<file path="config.mk">
export PLATFORM = sky130hd
export DESIGN_NAME = triangle_strip_builder
export DESIGN_NICKNAME = d
export VERILOG_FILES = /design/src/rtl/tsb_pkg.sv /design/src/rtl/tsb_front.sv /design/src/rtl/tsb_engine.sv /design/src/rtl/tsb_rsp_queue.sv /design/src/rtl/triangle_strip_builder.sv
export SDC_FILE = /design/constraint.sdc
export NUM_CORES = 2
export LEC_CHECK = 0
export ABC_AREA = 0
export CAP_MARGIN = 20
export CORE_MARGIN = 3
export CORE_UTILIZATION = 42
export CTS_BUF_LIST = sky130_fd_sc_hd__clkbuf_8 sky130_fd_sc_hd__clkbuf_16
export DETAILED_ROUTE_END_ITERATION = 12
export DONT_BUFFER_PORTS = 1
export MAX_ROUTING_LAYER = met4
export PLACE_DENSITY = 0.54
export RECOVER_POWER = 100
export SLEW_MARGIN = 25
export SYNTH_ARGS = -nofsm -noshare
export SYNTH_HDL_FRONTEND = slang
export SYNTH_SLANG_ARGS = --single-unit
</file>
<file path="constraint.sdc">
create_clock -name clock -period 18.25 [get_ports clock]
set_clock_uncertainty 0.05 [all_clocks]
set_input_delay 1.825 -clock clock [delete_from_list [all_inputs] [get_ports clock]]
set_output_delay 1.825 -clock clock [all_outputs]
set_load 0.1 [all_outputs]
</file>
<file path="src/rtl/tsb_pkg.sv">
// shared constants and handshake types for the triangle strip builder
package tsb_pkg;

   // input function codes
   localparam logic FUNC_ADD   = 1'b0;
   localparam logic FUNC_FLUSH = 1'b1;

   // result queue depth and the width of its free-slot count
   localparam int OUT_DEPTH = 4;
   localparam int OUT_CNT_W = $clog2(OUT_DEPTH + 1);

   // head of the command queue as seen by the strip engine
   typedef struct packed {
      logic valid;
      logic flush;
   } cmd_status_type;

   // one strip entry leaving the engine
   typedef struct packed {
      logic push;
      logic last;
   } rsp_push_type;

endpackage

</file>
<file path="src/rtl/tsb_front.sv">
// input side: accepts items, sorts flush from add and queues them for the engine
module tsb_front
   import tsb_pkg::*;
#(
   parameter int INDEX_BITS = 32
) (
   input  logic                  clock,
   input  logic                  reset,
   input  logic                  req_push,
   output logic                  req_full,
   input  logic                  req_func,
   input  logic [INDEX_BITS-1:0] req_vertex_a,
   input  logic [INDEX_BITS-1:0] req_vertex_b,
   input  logic [INDEX_BITS-1:0] req_vertex_c,
   input  logic                  cmd_pop,
   output cmd_status_type        cmd_st,
   output logic [INDEX_BITS-1:0] cmd_a,
   output logic [INDEX_BITS-1:0] cmd_b,
   output logic [INDEX_BITS-1:0] cmd_c
);

   localparam int IN_DEPTH = 2;
   localparam int IN_AW    = $clog2(IN_DEPTH);
   localparam int IN_CW    = $clog2(IN_DEPTH + 1);

   logic                  q_flush_ff [IN_DEPTH];
   logic [INDEX_BITS-1:0] q_a_ff     [IN_DEPTH];
   logic [INDEX_BITS-1:0] q_b_ff     [IN_DEPTH];
   logic [INDEX_BITS-1:0] q_c_ff     [IN_DEPTH];
   logic [IN_AW-1:0]      wr_ptr_ff, wr_ptr_in;
   logic [IN_AW-1:0]      rd_ptr_ff, rd_ptr_in;
   logic [IN_CW-1:0]      count_ff, count_in;
   logic                  push;
   logic                  pop;

   assign req_full = (count_ff == IN_CW'(IN_DEPTH));
   assign push     = req_push && !req_full;
   assign pop      = cmd_pop && (count_ff != '0);

   always_comb begin
      wr_ptr_in = wr_ptr_ff;
      rd_ptr_in = rd_ptr_ff;
      count_in  = count_ff;
      if (push) begin
         wr_ptr_in = (wr_ptr_ff == IN_AW'(IN_DEPTH - 1)) ? '0 : wr_ptr_ff + 1'b1;
      end
      if (pop) begin
         rd_ptr_in = (rd_ptr_ff == IN_AW'(IN_DEPTH - 1)) ? '0 : rd_ptr_ff + 1'b1;
      end
      if (push && !pop) begin
         count_in = count_ff + 1'b1;
      end else if (pop && !push) begin
         count_in = count_ff - 1'b1;
      end
   end

   always_ff @(posedge clock) begin
      if (reset) begin
         wr_ptr_ff <= '0;
         rd_ptr_ff <= '0;
         count_ff  <= '0;
      end else begin
         wr_ptr_ff <= wr_ptr_in;
         rd_ptr_ff <= rd_ptr_in;
         count_ff  <= count_in;
      end
   end

   always_ff @(posedge clock) begin
      if (push) begin
         q_flush_ff[wr_ptr_ff] <= (req_func == FUNC_FLUSH);
         q_a_ff[wr_ptr_ff]     <= req_vertex_a;
         q_b_ff[wr_ptr_ff]     <= req_vertex_b;
         q_c_ff[wr_ptr_ff]     <= req_vertex_c;
      end
   end

   assign cmd_st.valid = (count_ff != '0);
   assign cmd_st.flush = q_flush_ff[rd_ptr_ff];
   assign cmd_a        = q_a_ff[rd_ptr_ff];
   assign cmd_b        = q_b_ff[rd_ptr_ff];
   assign cmd_c        = q_c_ff[rd_ptr_ff];

endmodule

</file>
<file path="src/rtl/tsb_engine.sv">
// strip engine: attach decision, strip storage and draining of finished strips
module tsb_engine
   import tsb_pkg::*;
#(
   parameter int MAX_STRIP  = 30,
   parameter int INDEX_BITS = 32
) (
   input  logic                  clock,
   input  logic                  reset,
   input  cmd_status_type        cmd_st,
   input  logic [INDEX_BITS-1:0] cmd_a,
   input  logic [INDEX_BITS-1:0] cmd_b,
   input  logic [INDEX_BITS-1:0] cmd_c,
   output logic                  cmd_pop,
   input  logic [OUT_CNT_W-1:0]  out_free,
   output rsp_push_type          rsp_push,
   output logic [INDEX_BITS-1:0] rsp_vertex
);

   localparam int LEN_W   = $clog2(MAX_STRIP + 1);
   localparam int ADDR_W  = $clog2(MAX_STRIP);
   localparam int HEAD_N  = 5;
   localparam int HEAD_AW = $clog2(HEAD_N);

   typedef enum logic [1:0] {
      ST_DECIDE = 2'b01,
      ST_DRAIN  = 2'b10
   } engine_state_type;

   // first five entries live in flops, the rest in the strip memory
   logic [INDEX_BITS-1:0] head_ff [HEAD_N];
   logic [INDEX_BITS-1:0] head_in [HEAD_N];
   logic [INDEX_BITS-1:0] strip_mem [MAX_STRIP];

   engine_state_type      state_ff, state_in;
   logic [LEN_W-1:0]      len_ff, len_in;
   logic [LEN_W-1:0]      k_ff, k_in;
   logic [INDEX_BITS-1:0] prev_ff, prev_in;   // entry at len-2
   logic [INDEX_BITS-1:0] last_ff, last_in;   // entry at len-1

   logic                  rd_valid_ff;
   logic                  rd_last_ff;
   logic                  from_head_ff;
   logic [INDEX_BITS-1:0] head_rd_ff;
   logic [INDEX_BITS-1:0] mem_rd_ff;

   logic                  mem_we;
   logic [ADDR_W-1:0]     mem_wa;
   logic [INDEX_BITS-1:0] mem_wd;
   logic                  issue;
   logic                  issue_last;
   logic [HEAD_AW-1:0]    head_sel;

   logic                  is_len3, is_len4, is_open;
   logic [INDEX_BITS-1:0] e0, e1;
   logic                  em_hit;
   logic [INDEX_BITS-1:0] em_nv;
   logic [2:0]            t_hit;
   logic [INDEX_BITS-1:0] t_nv [3];
   logic [2:0]            rot_sel;
   logic                  rot_hit;
   logic [INDEX_BITS-1:0] rot_nv;
   logic                  reo_hit;
   logic [INDEX_BITS-1:0] reo_nv;

   assign is_len3 = (len_ff == LEN_W'(3));
   assign is_len4 = (len_ff == LEN_W'(4));
   assign is_open = (len_ff > LEN_W'(4)) && (len_ff < LEN_W'(MAX_STRIP));

   // open edge direction flips with strip parity
   assign e0 = len_ff[0] ? last_ff : prev_ff;
   assign e1 = len_ff[0] ? prev_ff : last_ff;

   always_comb begin
      em_hit = 1'b1;
      em_nv  = cmd_c;
      if (cmd_a == e0 && cmd_b == e1) begin
         em_nv = cmd_c;
      end else if (cmd_b == e0 && cmd_c == e1) begin
         em_nv = cmd_a;
      end else if (cmd_c == e0 && cmd_a == e1) begin
         em_nv = cmd_b;
      end else begin
         em_hit = 1'b0;
      end
   end

   // single triangle: try each of its edges, head entry 3 repeats entry 0
   always_comb begin
      for (int p = 0; p < 3; p++) begin
         t_hit[p] = 1'b1;
         t_nv[p]  = cmd_a;
         if (head_ff[p] == cmd_a && head_ff[p+1] == cmd_c) begin
            t_nv[p] = cmd_b;
         end else if (head_ff[p] == cmd_b && head_ff[p+1] == cmd_a) begin
            t_nv[p] = cmd_c;
         end else if (head_ff[p] == cmd_c && head_ff[p+1] == cmd_b) begin
            t_nv[p] = cmd_a;
         end else begin
            t_hit[p] = 1'b0;
         end
      end
   end

   always_comb begin
      rot_hit = |t_hit;
      rot_sel = 3'b000;
      rot_nv  = t_nv[0];
      if (t_hit[0]) begin
         rot_sel = 3'b001;
         rot_nv  = t_nv[0];
      end else if (t_hit[1]) begin
         rot_sel = 3'b010;
         rot_nv  = t_nv[1];
      end else if (t_hit[2]) begin
         rot_sel = 3'b100;
         rot_nv  = t_nv[2];
      end
   end

   // four entries: attach on the far side by duplicating the first vertex
   always_comb begin
      reo_hit = 1'b1;
      reo_nv  = cmd_a;
      if (cmd_b == head_ff[3] && cmd_c == head_ff[1]) begin
         reo_nv = cmd_a;
      end else if (cmd_a == head_ff[1] && cmd_c == head_ff[3]) begin
         reo_nv = cmd_b;
      end else if (cmd_a == head_ff[3] && cmd_b == head_ff[1]) begin
         reo_nv = cmd_c;
      end else begin
         reo_hit = 1'b0;
      end
   end

   assign issue_last = (k_ff == len_ff - 1'b1);
   assign head_sel   = (k_ff < LEN_W'(HEAD_N)) ? k_ff[HEAD_AW-1:0] : '0;

   always_comb begin
      state_in = state_ff;
      len_in   = len_ff;
      k_in     = k_ff;
      prev_in  = prev_ff;
      last_in  = last_ff;
      for (int i = 0; i < HEAD_N; i++) begin
         head_in[i] = head_ff[i];
      end
      cmd_pop = 1'b0;
      mem_we  = 1'b0;
      mem_wa  = len_ff[ADDR_W-1:0];
      mem_wd  = em_nv;
      issue   = 1'b0;

      case (state_ff)
         ST_DECIDE: begin
            if (cmd_st.valid) begin
               if (cmd_st.flush) begin
                  if (len_ff != '0) begin
                     state_in = ST_DRAIN;
                     k_in     = '0;
                  end else begin
                     cmd_pop = 1'b1;
                  end
               end else if (is_len3 && rot_hit) begin
                  if (rot_sel[0]) begin
                     head_in[0] = head_ff[2];
                     head_in[1] = head_ff[0];
                     head_in[2] = head_ff[1];
                     prev_in    = head_ff[1];
                  end else if (rot_sel[2]) begin
                     head_in[0] = head_ff[1];
                     head_in[1] = head_ff[2];
                     head_in[2] = head_ff[0];
                     prev_in    = head_ff[0];
                  end else begin
                     prev_in    = head_ff[2];
                  end
                  head_in[3] = rot_nv;
                  last_in    = rot_nv;
                  len_in     = LEN_W'(4);
                  cmd_pop    = 1'b1;
               end else if (is_len4 && reo_hit) begin
                  // x y z w becomes x x z y w, then the new vertex
                  head_in[4] = head_ff[3];
                  head_in[3] = head_ff[1];
                  head_in[1] = head_ff[0];
                  mem_we     = 1'b1;
                  mem_wa     = ADDR_W'(HEAD_N);
                  mem_wd     = reo_nv;
                  prev_in    = head_ff[3];
                  last_in    = reo_nv;
                  len_in     = LEN_W'(HEAD_N + 1);
                  cmd_pop    = 1'b1;
               end else if ((is_len4 || is_open) && em_hit) begin
                  if (is_len4) begin
                     head_in[4] = em_nv;
                  end else begin
                     mem_we = 1'b1;
                  end
                  prev_in = last_ff;
                  last_in = em_nv;
                  len_in  = len_ff + 1'b1;
                  cmd_pop = 1'b1;
               end else if (len_ff == '0) begin
                  head_in[0] = cmd_a;
                  head_in[1] = cmd_b;
                  head_in[2] = cmd_c;
                  head_in[3] = cmd_a;
                  prev_in    = cmd_b;
                  last_in    = cmd_c;
                  len_in     = LEN_W'(3);
                  cmd_pop    = 1'b1;
               end else begin
                  state_in = ST_DRAIN;
                  k_in     = '0;
               end
            end
         end
         ST_DRAIN: begin
            // keep room in the result queue for the read still in flight
            if (out_free > OUT_CNT_W'(rd_valid_ff)) begin
               issue = 1'b1;
               k_in  = k_ff + 1'b1;
               if (issue_last) begin
                  state_in = ST_DECIDE;
                  len_in   = '0;
                  cmd_pop  = 1'b1;
                  if (!cmd_st.flush) begin
                     head_in[0] = cmd_a;
                     head_in[1] = cmd_b;
                     head_in[2] = cmd_c;
                     head_in[3] = cmd_a;
                     prev_in    = cmd_b;
                     last_in    = cmd_c;
                     len_in     = LEN_W'(3);
                  end
               end
            end
         end
         default: begin
            state_in = ST_DECIDE;
         end
      endcase
   end

   always_ff @(posedge clock) begin
      if (reset) begin
         state_ff    <= ST_DECIDE;
         len_ff      <= '0;
         k_ff        <= '0;
         rd_valid_ff <= 1'b0;
      end else begin
         state_ff    <= state_in;
         len_ff      <= len_in;
         k_ff        <= k_in;
         rd_valid_ff <= issue;
      end
   end

   always_ff @(posedge clock) begin
      prev_ff <= prev_in;
      last_ff <= last_in;
      for (int i = 0; i < HEAD_N; i++) begin
         head_ff[i] <= head_in[i];
      end
   end

   always_ff @(posedge clock) begin
      if (mem_we) begin
         strip_mem[mem_wa] <= mem_wd;
      end
   end

   always_ff @(posedge clock) begin
      if (issue) begin
         mem_rd_ff    <= strip_mem[k_ff[ADDR_W-1:0]];
         head_rd_ff   <= head_ff[head_sel];
         from_head_ff <= (k_ff < LEN_W'(HEAD_N));
         rd_last_ff   <= issue_last;
      end
   end

   assign rsp_push.push = rd_valid_ff;
   assign rsp_push.last = rd_last_ff;
   assign rsp_vertex    = from_head_ff ? head_rd_ff : mem_rd_ff;

`ifndef SYNTHESIS
   a_len_bound: assert property (@(posedge clock) disable iff (reset)
      len_ff <= LEN_W'(MAX_STRIP))
      else $error("strip length beyond capacity");

   a_drain_nonempty: assert property (@(posedge clock) disable iff (reset)
      state_ff == ST_DRAIN |-> len_ff != '0)
      else $error("draining an empty strip");

   a_push_room: assert property (@(posedge clock) disable iff (reset)
      rd_valid_ff |-> out_free != '0)
      else $error("strip entry pushed into a full result queue");

   a_pop_valid: assert property (@(posedge clock) disable iff (reset)
      cmd_pop |-> cmd_st.valid)
      else $error("command popped from an empty queue");

   a_drain_ends: assert property (@(posedge clock) disable iff (reset)
      issue && issue_last |=> state_ff == ST_DECIDE)
      else $error("drain did not end after the final entry");
`endif

endmodule

</file>
<file path="src/rtl/tsb_rsp_queue.sv">
// result queue holding emitted strip entries until they are popped
module tsb_rsp_queue
   import tsb_pkg::*;
#(
   parameter int INDEX_BITS = 32
) (
   input  logic                  clock,
   input  logic                  reset,
   input  rsp_push_type          rsp_push,
   input  logic [INDEX_BITS-1:0] rsp_vertex,
   output logic [OUT_CNT_W-1:0]  out_free,
   output logic                  rsp_empty,
   input  logic                  rsp_pop,
   output logic [INDEX_BITS-1:0] rsp_vertex_index,
   output logic                  rsp_last_in_strip
);

   localparam int OUT_AW = $clog2(OUT_DEPTH);

   logic [INDEX_BITS-1:0] q_vertex_ff [OUT_DEPTH];
   logic                  q_last_ff   [OUT_DEPTH];
   logic [OUT_AW-1:0]     wr_ptr_ff, wr_ptr_in;
   logic [OUT_AW-1:0]     rd_ptr_ff, rd_ptr_in;
   logic [OUT_CNT_W-1:0]  count_ff, count_in;
   logic                  pop;

   assign rsp_empty = (count_ff == '0);
   assign pop       = rsp_pop && !rsp_empty;
   assign out_free  = OUT_CNT_W'(OUT_DEPTH) - count_ff;

   always_comb begin
      wr_ptr_in = wr_ptr_ff;
      rd_ptr_in = rd_ptr_ff;
      count_in  = count_ff;
      if (rsp_push.push) begin
         wr_ptr_in = (wr_ptr_ff == OUT_AW'(OUT_DEPTH - 1)) ? '0 : wr_ptr_ff + 1'b1;
      end
      if (pop) begin
         rd_ptr_in = (rd_ptr_ff == OUT_AW'(OUT_DEPTH - 1)) ? '0 : rd_ptr_ff + 1'b1;
      end
      if (rsp_push.push && !pop) begin
         count_in = count_ff + 1'b1;
      end else if (pop && !rsp_push.push) begin
         count_in = count_ff - 1'b1;
      end
   end

   always_ff @(posedge clock) begin
      if (reset) begin
         wr_ptr_ff <= '0;
         rd_ptr_ff <= '0;
         count_ff  <= '0;
      end else begin
         wr_ptr_ff <= wr_ptr_in;
         rd_ptr_ff <= rd_ptr_in;
         count_ff  <= count_in;
      end
   end

   always_ff @(posedge clock) begin
      if (rsp_push.push) begin
         q_vertex_ff[wr_ptr_ff] <= rsp_vertex;
         q_last_ff[wr_ptr_ff]   <= rsp_push.last;
      end
   end

   assign rsp_vertex_index  = q_vertex_ff[rd_ptr_ff];
   assign rsp_last_in_strip = q_last_ff[rd_ptr_ff];

endmodule

</file>
<file path="src/rtl/triangle_strip_builder.sv">
// Greedy triangle strip builder. Items enter through a two-entry queue
// (req_push/req_full); an add item carries three vertex indices, a flush item
// drains the strip. The strip engine decides whether a triangle attaches to
// the open edge of the current strip and appends its new vertex. A triangle
// that does not attach, or arrives with the strip at MAX_STRIP entries, first
// drains the old strip: one entry per cycle, while the result queue has room,
// is read from the strip store (first five entries in flops, the rest in a
// memory with one read port) into a four-entry result queue, and the new strip
// starts in the cycle of the final read. Results are read through rsp_empty/
// rsp_pop, with rsp_last_in_strip marking the final index of each strip; a
// flush of an empty strip gives no results. Stalls on the result side only
// hold up draining.
module triangle_strip_builder
   import tsb_pkg::*;
#(
   parameter int MAX_STRIP  = 30,
   parameter int INDEX_BITS = 32
) (
   input  logic                  clock,
   input  logic                  reset,
   input  logic                  req_push,
   output logic                  req_full,
   input  logic                  req_func,
   input  logic [INDEX_BITS-1:0] req_vertex_a,
   input  logic [INDEX_BITS-1:0] req_vertex_b,
   input  logic [INDEX_BITS-1:0] req_vertex_c,
   output logic                  rsp_empty,
   input  logic                  rsp_pop,
   output logic [INDEX_BITS-1:0] rsp_vertex_index,
   output logic                  rsp_last_in_strip
);

   cmd_status_type        cmd_st;
   logic                  cmd_pop;
   logic [INDEX_BITS-1:0] cmd_a;
   logic [INDEX_BITS-1:0] cmd_b;
   logic [INDEX_BITS-1:0] cmd_c;
   logic [OUT_CNT_W-1:0]  out_free;
   rsp_push_type          rsp_push;
   logic [INDEX_BITS-1:0] rsp_vertex;

   tsb_front #(
      .INDEX_BITS (INDEX_BITS)
   ) u_front (
      .clock        (clock),
      .reset        (reset),
      .req_push     (req_push),
      .req_full     (req_full),
      .req_func     (req_func),
      .req_vertex_a (req_vertex_a),
      .req_vertex_b (req_vertex_b),
      .req_vertex_c (req_vertex_c),
      .cmd_pop      (cmd_pop),
      .cmd_st       (cmd_st),
      .cmd_a        (cmd_a),
      .cmd_b        (cmd_b),
      .cmd_c        (cmd_c)
   );

   tsb_engine #(
      .MAX_STRIP  (MAX_STRIP),
      .INDEX_BITS (INDEX_BITS)
   ) u_engine (
      .clock      (clock),
      .reset      (reset),
      .cmd_st     (cmd_st),
      .cmd_a      (cmd_a),
      .cmd_b      (cmd_b),
      .cmd_c      (cmd_c),
      .cmd_pop    (cmd_pop),
      .out_free   (out_free),
      .rsp_push   (rsp_push),
      .rsp_vertex (rsp_vertex)
   );

   tsb_rsp_queue #(
      .INDEX_BITS (INDEX_BITS)
   ) u_rsp_queue (
      .clock             (clock),
      .reset             (reset),
      .rsp_push          (rsp_push),
      .rsp_vertex        (rsp_vertex),
      .out_free          (out_free),
      .rsp_empty         (rsp_empty),
      .rsp_pop           (rsp_pop),
      .rsp_vertex_index  (rsp_vertex_index),
      .rsp_last_in_strip (rsp_last_in_strip)
   );

endmodule

</file>
==> run summary <==
Critical R2R Capture: u_engine.strip_mem[0][12]
Cts bufs inserted: 172
Post-route ant nets: 0
Int Power: 8349 µW
Critical path arrival: 14.12 ns
Chip height: 436.4 µm
Pwr per Cell Area: 161.8 nW/µm²
RSZ-0062 raised after global routing: false
Post-CTS setup-driven buffer insertion count: 0
LEAKAGE: 0.02722 µW
Global-route wire length before repair: 423.2 mm
DIE AREA: 190400 µm²
Largest net degree at the start of global routing: 106
Critical path's top delay family: buffers and inverters
Via density: 6.331
Critical path class: register to register
Most frequent cells in the layout: edfxtp_1 (1576), xnor2_1 (541), mux4_2 (307)
Critical-path top delay cell: clkbuf_1
Clock share of power: 24.8%
Root Driver: clkbuf_16
NetSw: 5765 µW
R2R Setup Slk: 4.73 ns
Synth async-reset ratio: 0%
Hold worst-path end: u_rsp_queue.count_ff[2]
CTS hold repair buffers: 0
Hold path start: u_rsp_queue.count_ff[2]
Avg WL per Cell: 39.90 µm
Layout cells sized above 1: 19.78%
Count of final setup violators: 0
# rows: 157
Worst path depth: 16
Measured slew at the worst slew-check pin: 4.012 ns
Reg2Reg Depth: 16
All-Layer GR Usage: 33.51%
Failing checks: max-capacitance violations, max-slew violations
Comb pwr share: 34.2%
Post-route DRC: 0
Sequential element share of the synthesized area: 61.53%
Sequential power share: 41.0%
Final WS setup: 4.727 ns
Clk_lat worst skew: 0.86 ns
CP most frequent cell: buf_4
Hold/Removal Path Class: register to register
Synth Flop Type: edfxtp_1
Max Cap Viol: 33
Relative slew margins: -167.5%
Routed WL: 314.1 mm
Worst-path clk slew: 0.06 ns
Overflow after GRT: 0
Final Cycle Share: 74.10%
Commonest non-fill, non-tap cell in the layout: edfxtp_1
Final hold slack: 0.4428 ns
YS warnings: 0
Placement Setup Slack: 9.329 ns
Dpl hpwl: 213.8 mm
GPL Wtd Cong: 1.062
H-tree levels: 4
Peak VDD IR: 0.0001011 V
Initial Utilization: 42.36%
Post-synth EDFFs: 1576
CTS tree: built
Post-Syn Instances: 5211
Clock Tree Buf Depth: 3
Worst Path Required: 18.85 ns
Status: finished, violations left
Final hold violations: 0
CP Buf/Inv Count: 6
Post-CTS sizing: 0
Hold depth: 2
Setup TNS: 0 ns
Post-Syn Area: 77800 µm²
Die W: 436.4 µm
Netlist cell types: 80
TritonRoute pass-1 iters: 8
Final min period: 13.52 ns
Layout area overhead: 12.12%
Core Box Area: 183700 µm²
Via count: 49.85k
Post-synthesis sequential element count: 1603
Max Freq: 0.07395 GHz
Vias in the first global route: 47.67k
Initial antenna violation count: 22
Synth Area per Inst: 14.93 µm²
Clock Sinks: 1603
Pins over their slew limit: 1011
CP startpoint kind: register
Fin nets: 5376
DRT iter0 DRCs: 7443
Largest stage delay on the critical path: 2.24 ns
Crit-path max FO: 76
Switching Fraction: 40.85%
Port bufs: 0
Cell Chain, Critical Path: clkbuf_1, buf_12, mux2i_1, xnor2_1, nor4_1, nand4_1, nor4_1, clkbuf_1, nor3_4, buf_4, a31oi_1, nor4b_1, and2_0, buf_4, mux2i_1, buf_4
Ports: 136
Worst setup EP type: register
[how the worst max path moves through the flow]
stage	startpoint	to
floorplan	register	u_engine.last_ff[0]
global placement	register	u_engine.strip_mem[7][1]
detailed placement	register	u_engine.strip_mem[10][4]
CTS	register	u_engine.strip_mem[10][4]
global route	register	u_engine.strip_mem[16][12]
finish	register	u_engine.strip_mem[0][12]
[worst reg2reg max path, delay by kind of cell (launching register included)]
kind | cells | cell delay (ns)
buffers and inverters | 6 | 6.04
AOI/OAI and AO/OA | 1 | 0.45
and+or+nand+nor | 6 | 2.78
xor gates and xnor gates | 1 | 0.25
muxes | 2 | 2.90
DFF | 1 | 0.87
[power groups by stage]
stage | registers (µW) | logic [µW] | clock network [µW]
6_report | 5790 | 4820 | 3500
5_1_grt | 5740 | 4910 | 3730
4_1_cts | 5710 | 4680 | 3570
2_1_floorplan | 5030 | 3030 | 0
3_5_place_dp | 5780 | 4670 | 0
3_3_place_gp | 5790 | 4680 | 0
[flip-flops by register name, indices dropped and copies added (netlist names), 2 cells and up, named ones only]
| name | count |
|---|---|
| u_front.q_flush_ff | 2 |
| u_rsp_queue.q_last_ff | 4 |
| u_engine.state_ff | 2 |
| u_front.q_a_ff | 64 |
| u_engine.head_ff | 160 |
| u_front.q_c_ff | 64 |
| u_rsp_queue.count_ff | 3 |
| u_rsp_queue.rd_ptr_ff | 2 |
| u_front.q_b_ff | 64 |
| u_rsp_queue.q_vertex_ff | 128 |
| u_engine.strip_mem | 960 |
| u_engine.head_rd_ff | 32 |
| u_engine.k_ff | 5 |
| u_engine.prev_ff | 32 |
| u_engine.mem_rd_ff | 32 |
| u_engine.last_ff | 32 |
| u_engine.len_ff | 5 |
| u_front.count_ff | 2 |
| u_rsp_queue.wr_ptr_ff | 2 |
[synthesized netlist by cell type (94+ instances only)]
library cell | number | share of area, %
o21ai_0 | 153 | 0.98
nor2_1 | 307 | 1.5
mux2i_1 | 290 | 3.7
xnor2_1 | 541 | 6.1
clkbuf_1 | 272 | 1.3
nor4_1 | 123 | 0.99
a21oi_1 | 216 | 1.4
mux2_2 | 205 | 3.0
nand2_1 | 205 | 0.99
buf_2 | 94 | 0.60
edfxtp_1 | 1576 | 61
mux4_2 | 307 | 8.9
[cell families after synthesis]
family                   count (synthesis)  synth area share (%)
adder cells (fa/ha/maj)                 17                0.2831
XOR/XNOR                               587                 6.609
AND/OR/NAND/NOR                        838                 5.222
flip-flops                            1603                 61.53
other                                    1              0.004820
multiplexers                           865                 17.06
buffers and inverters                  520                 2.824
AO/OA/AOI/OAI                          780                 6.469
[per-layer routing]
layer	track usage, %	routed length [µm]	part of all wire (%)	vias to the layer above
met4	15.91	18310	5.8	0
li1	-	-	-	20220
met5	-	0	0	-
met1	45.81	129600	41	25977
met3	7.707	30310	9.6	738
met2	47.38	135900	43	2912
[per-stage QoR]
step	cell area [µm²]	power, µW	instances	util (%)
detailed placement	81870	10450	7548	44.57
CTS	87520	13970	7864	47.65
floorplan	78270	8064	5338	-
finish	87230	14110	7874	47.49
global route	87220	14390	7870	47.49
global placement	81780	10470	7547	44.52
[layout make-up]
cell class,instances,area [µm²]
tap,2464,3083
clock buffer,173,4329
timing repair buffer,224,1610
antenna,10,25.02
multi-input combinational,3215,28810
sequential,1603,47890
fill,15918,96440
clock inverter,143,1326
inverter,42,158.9
Note: power is estimated with default switching activity, not from simulation.
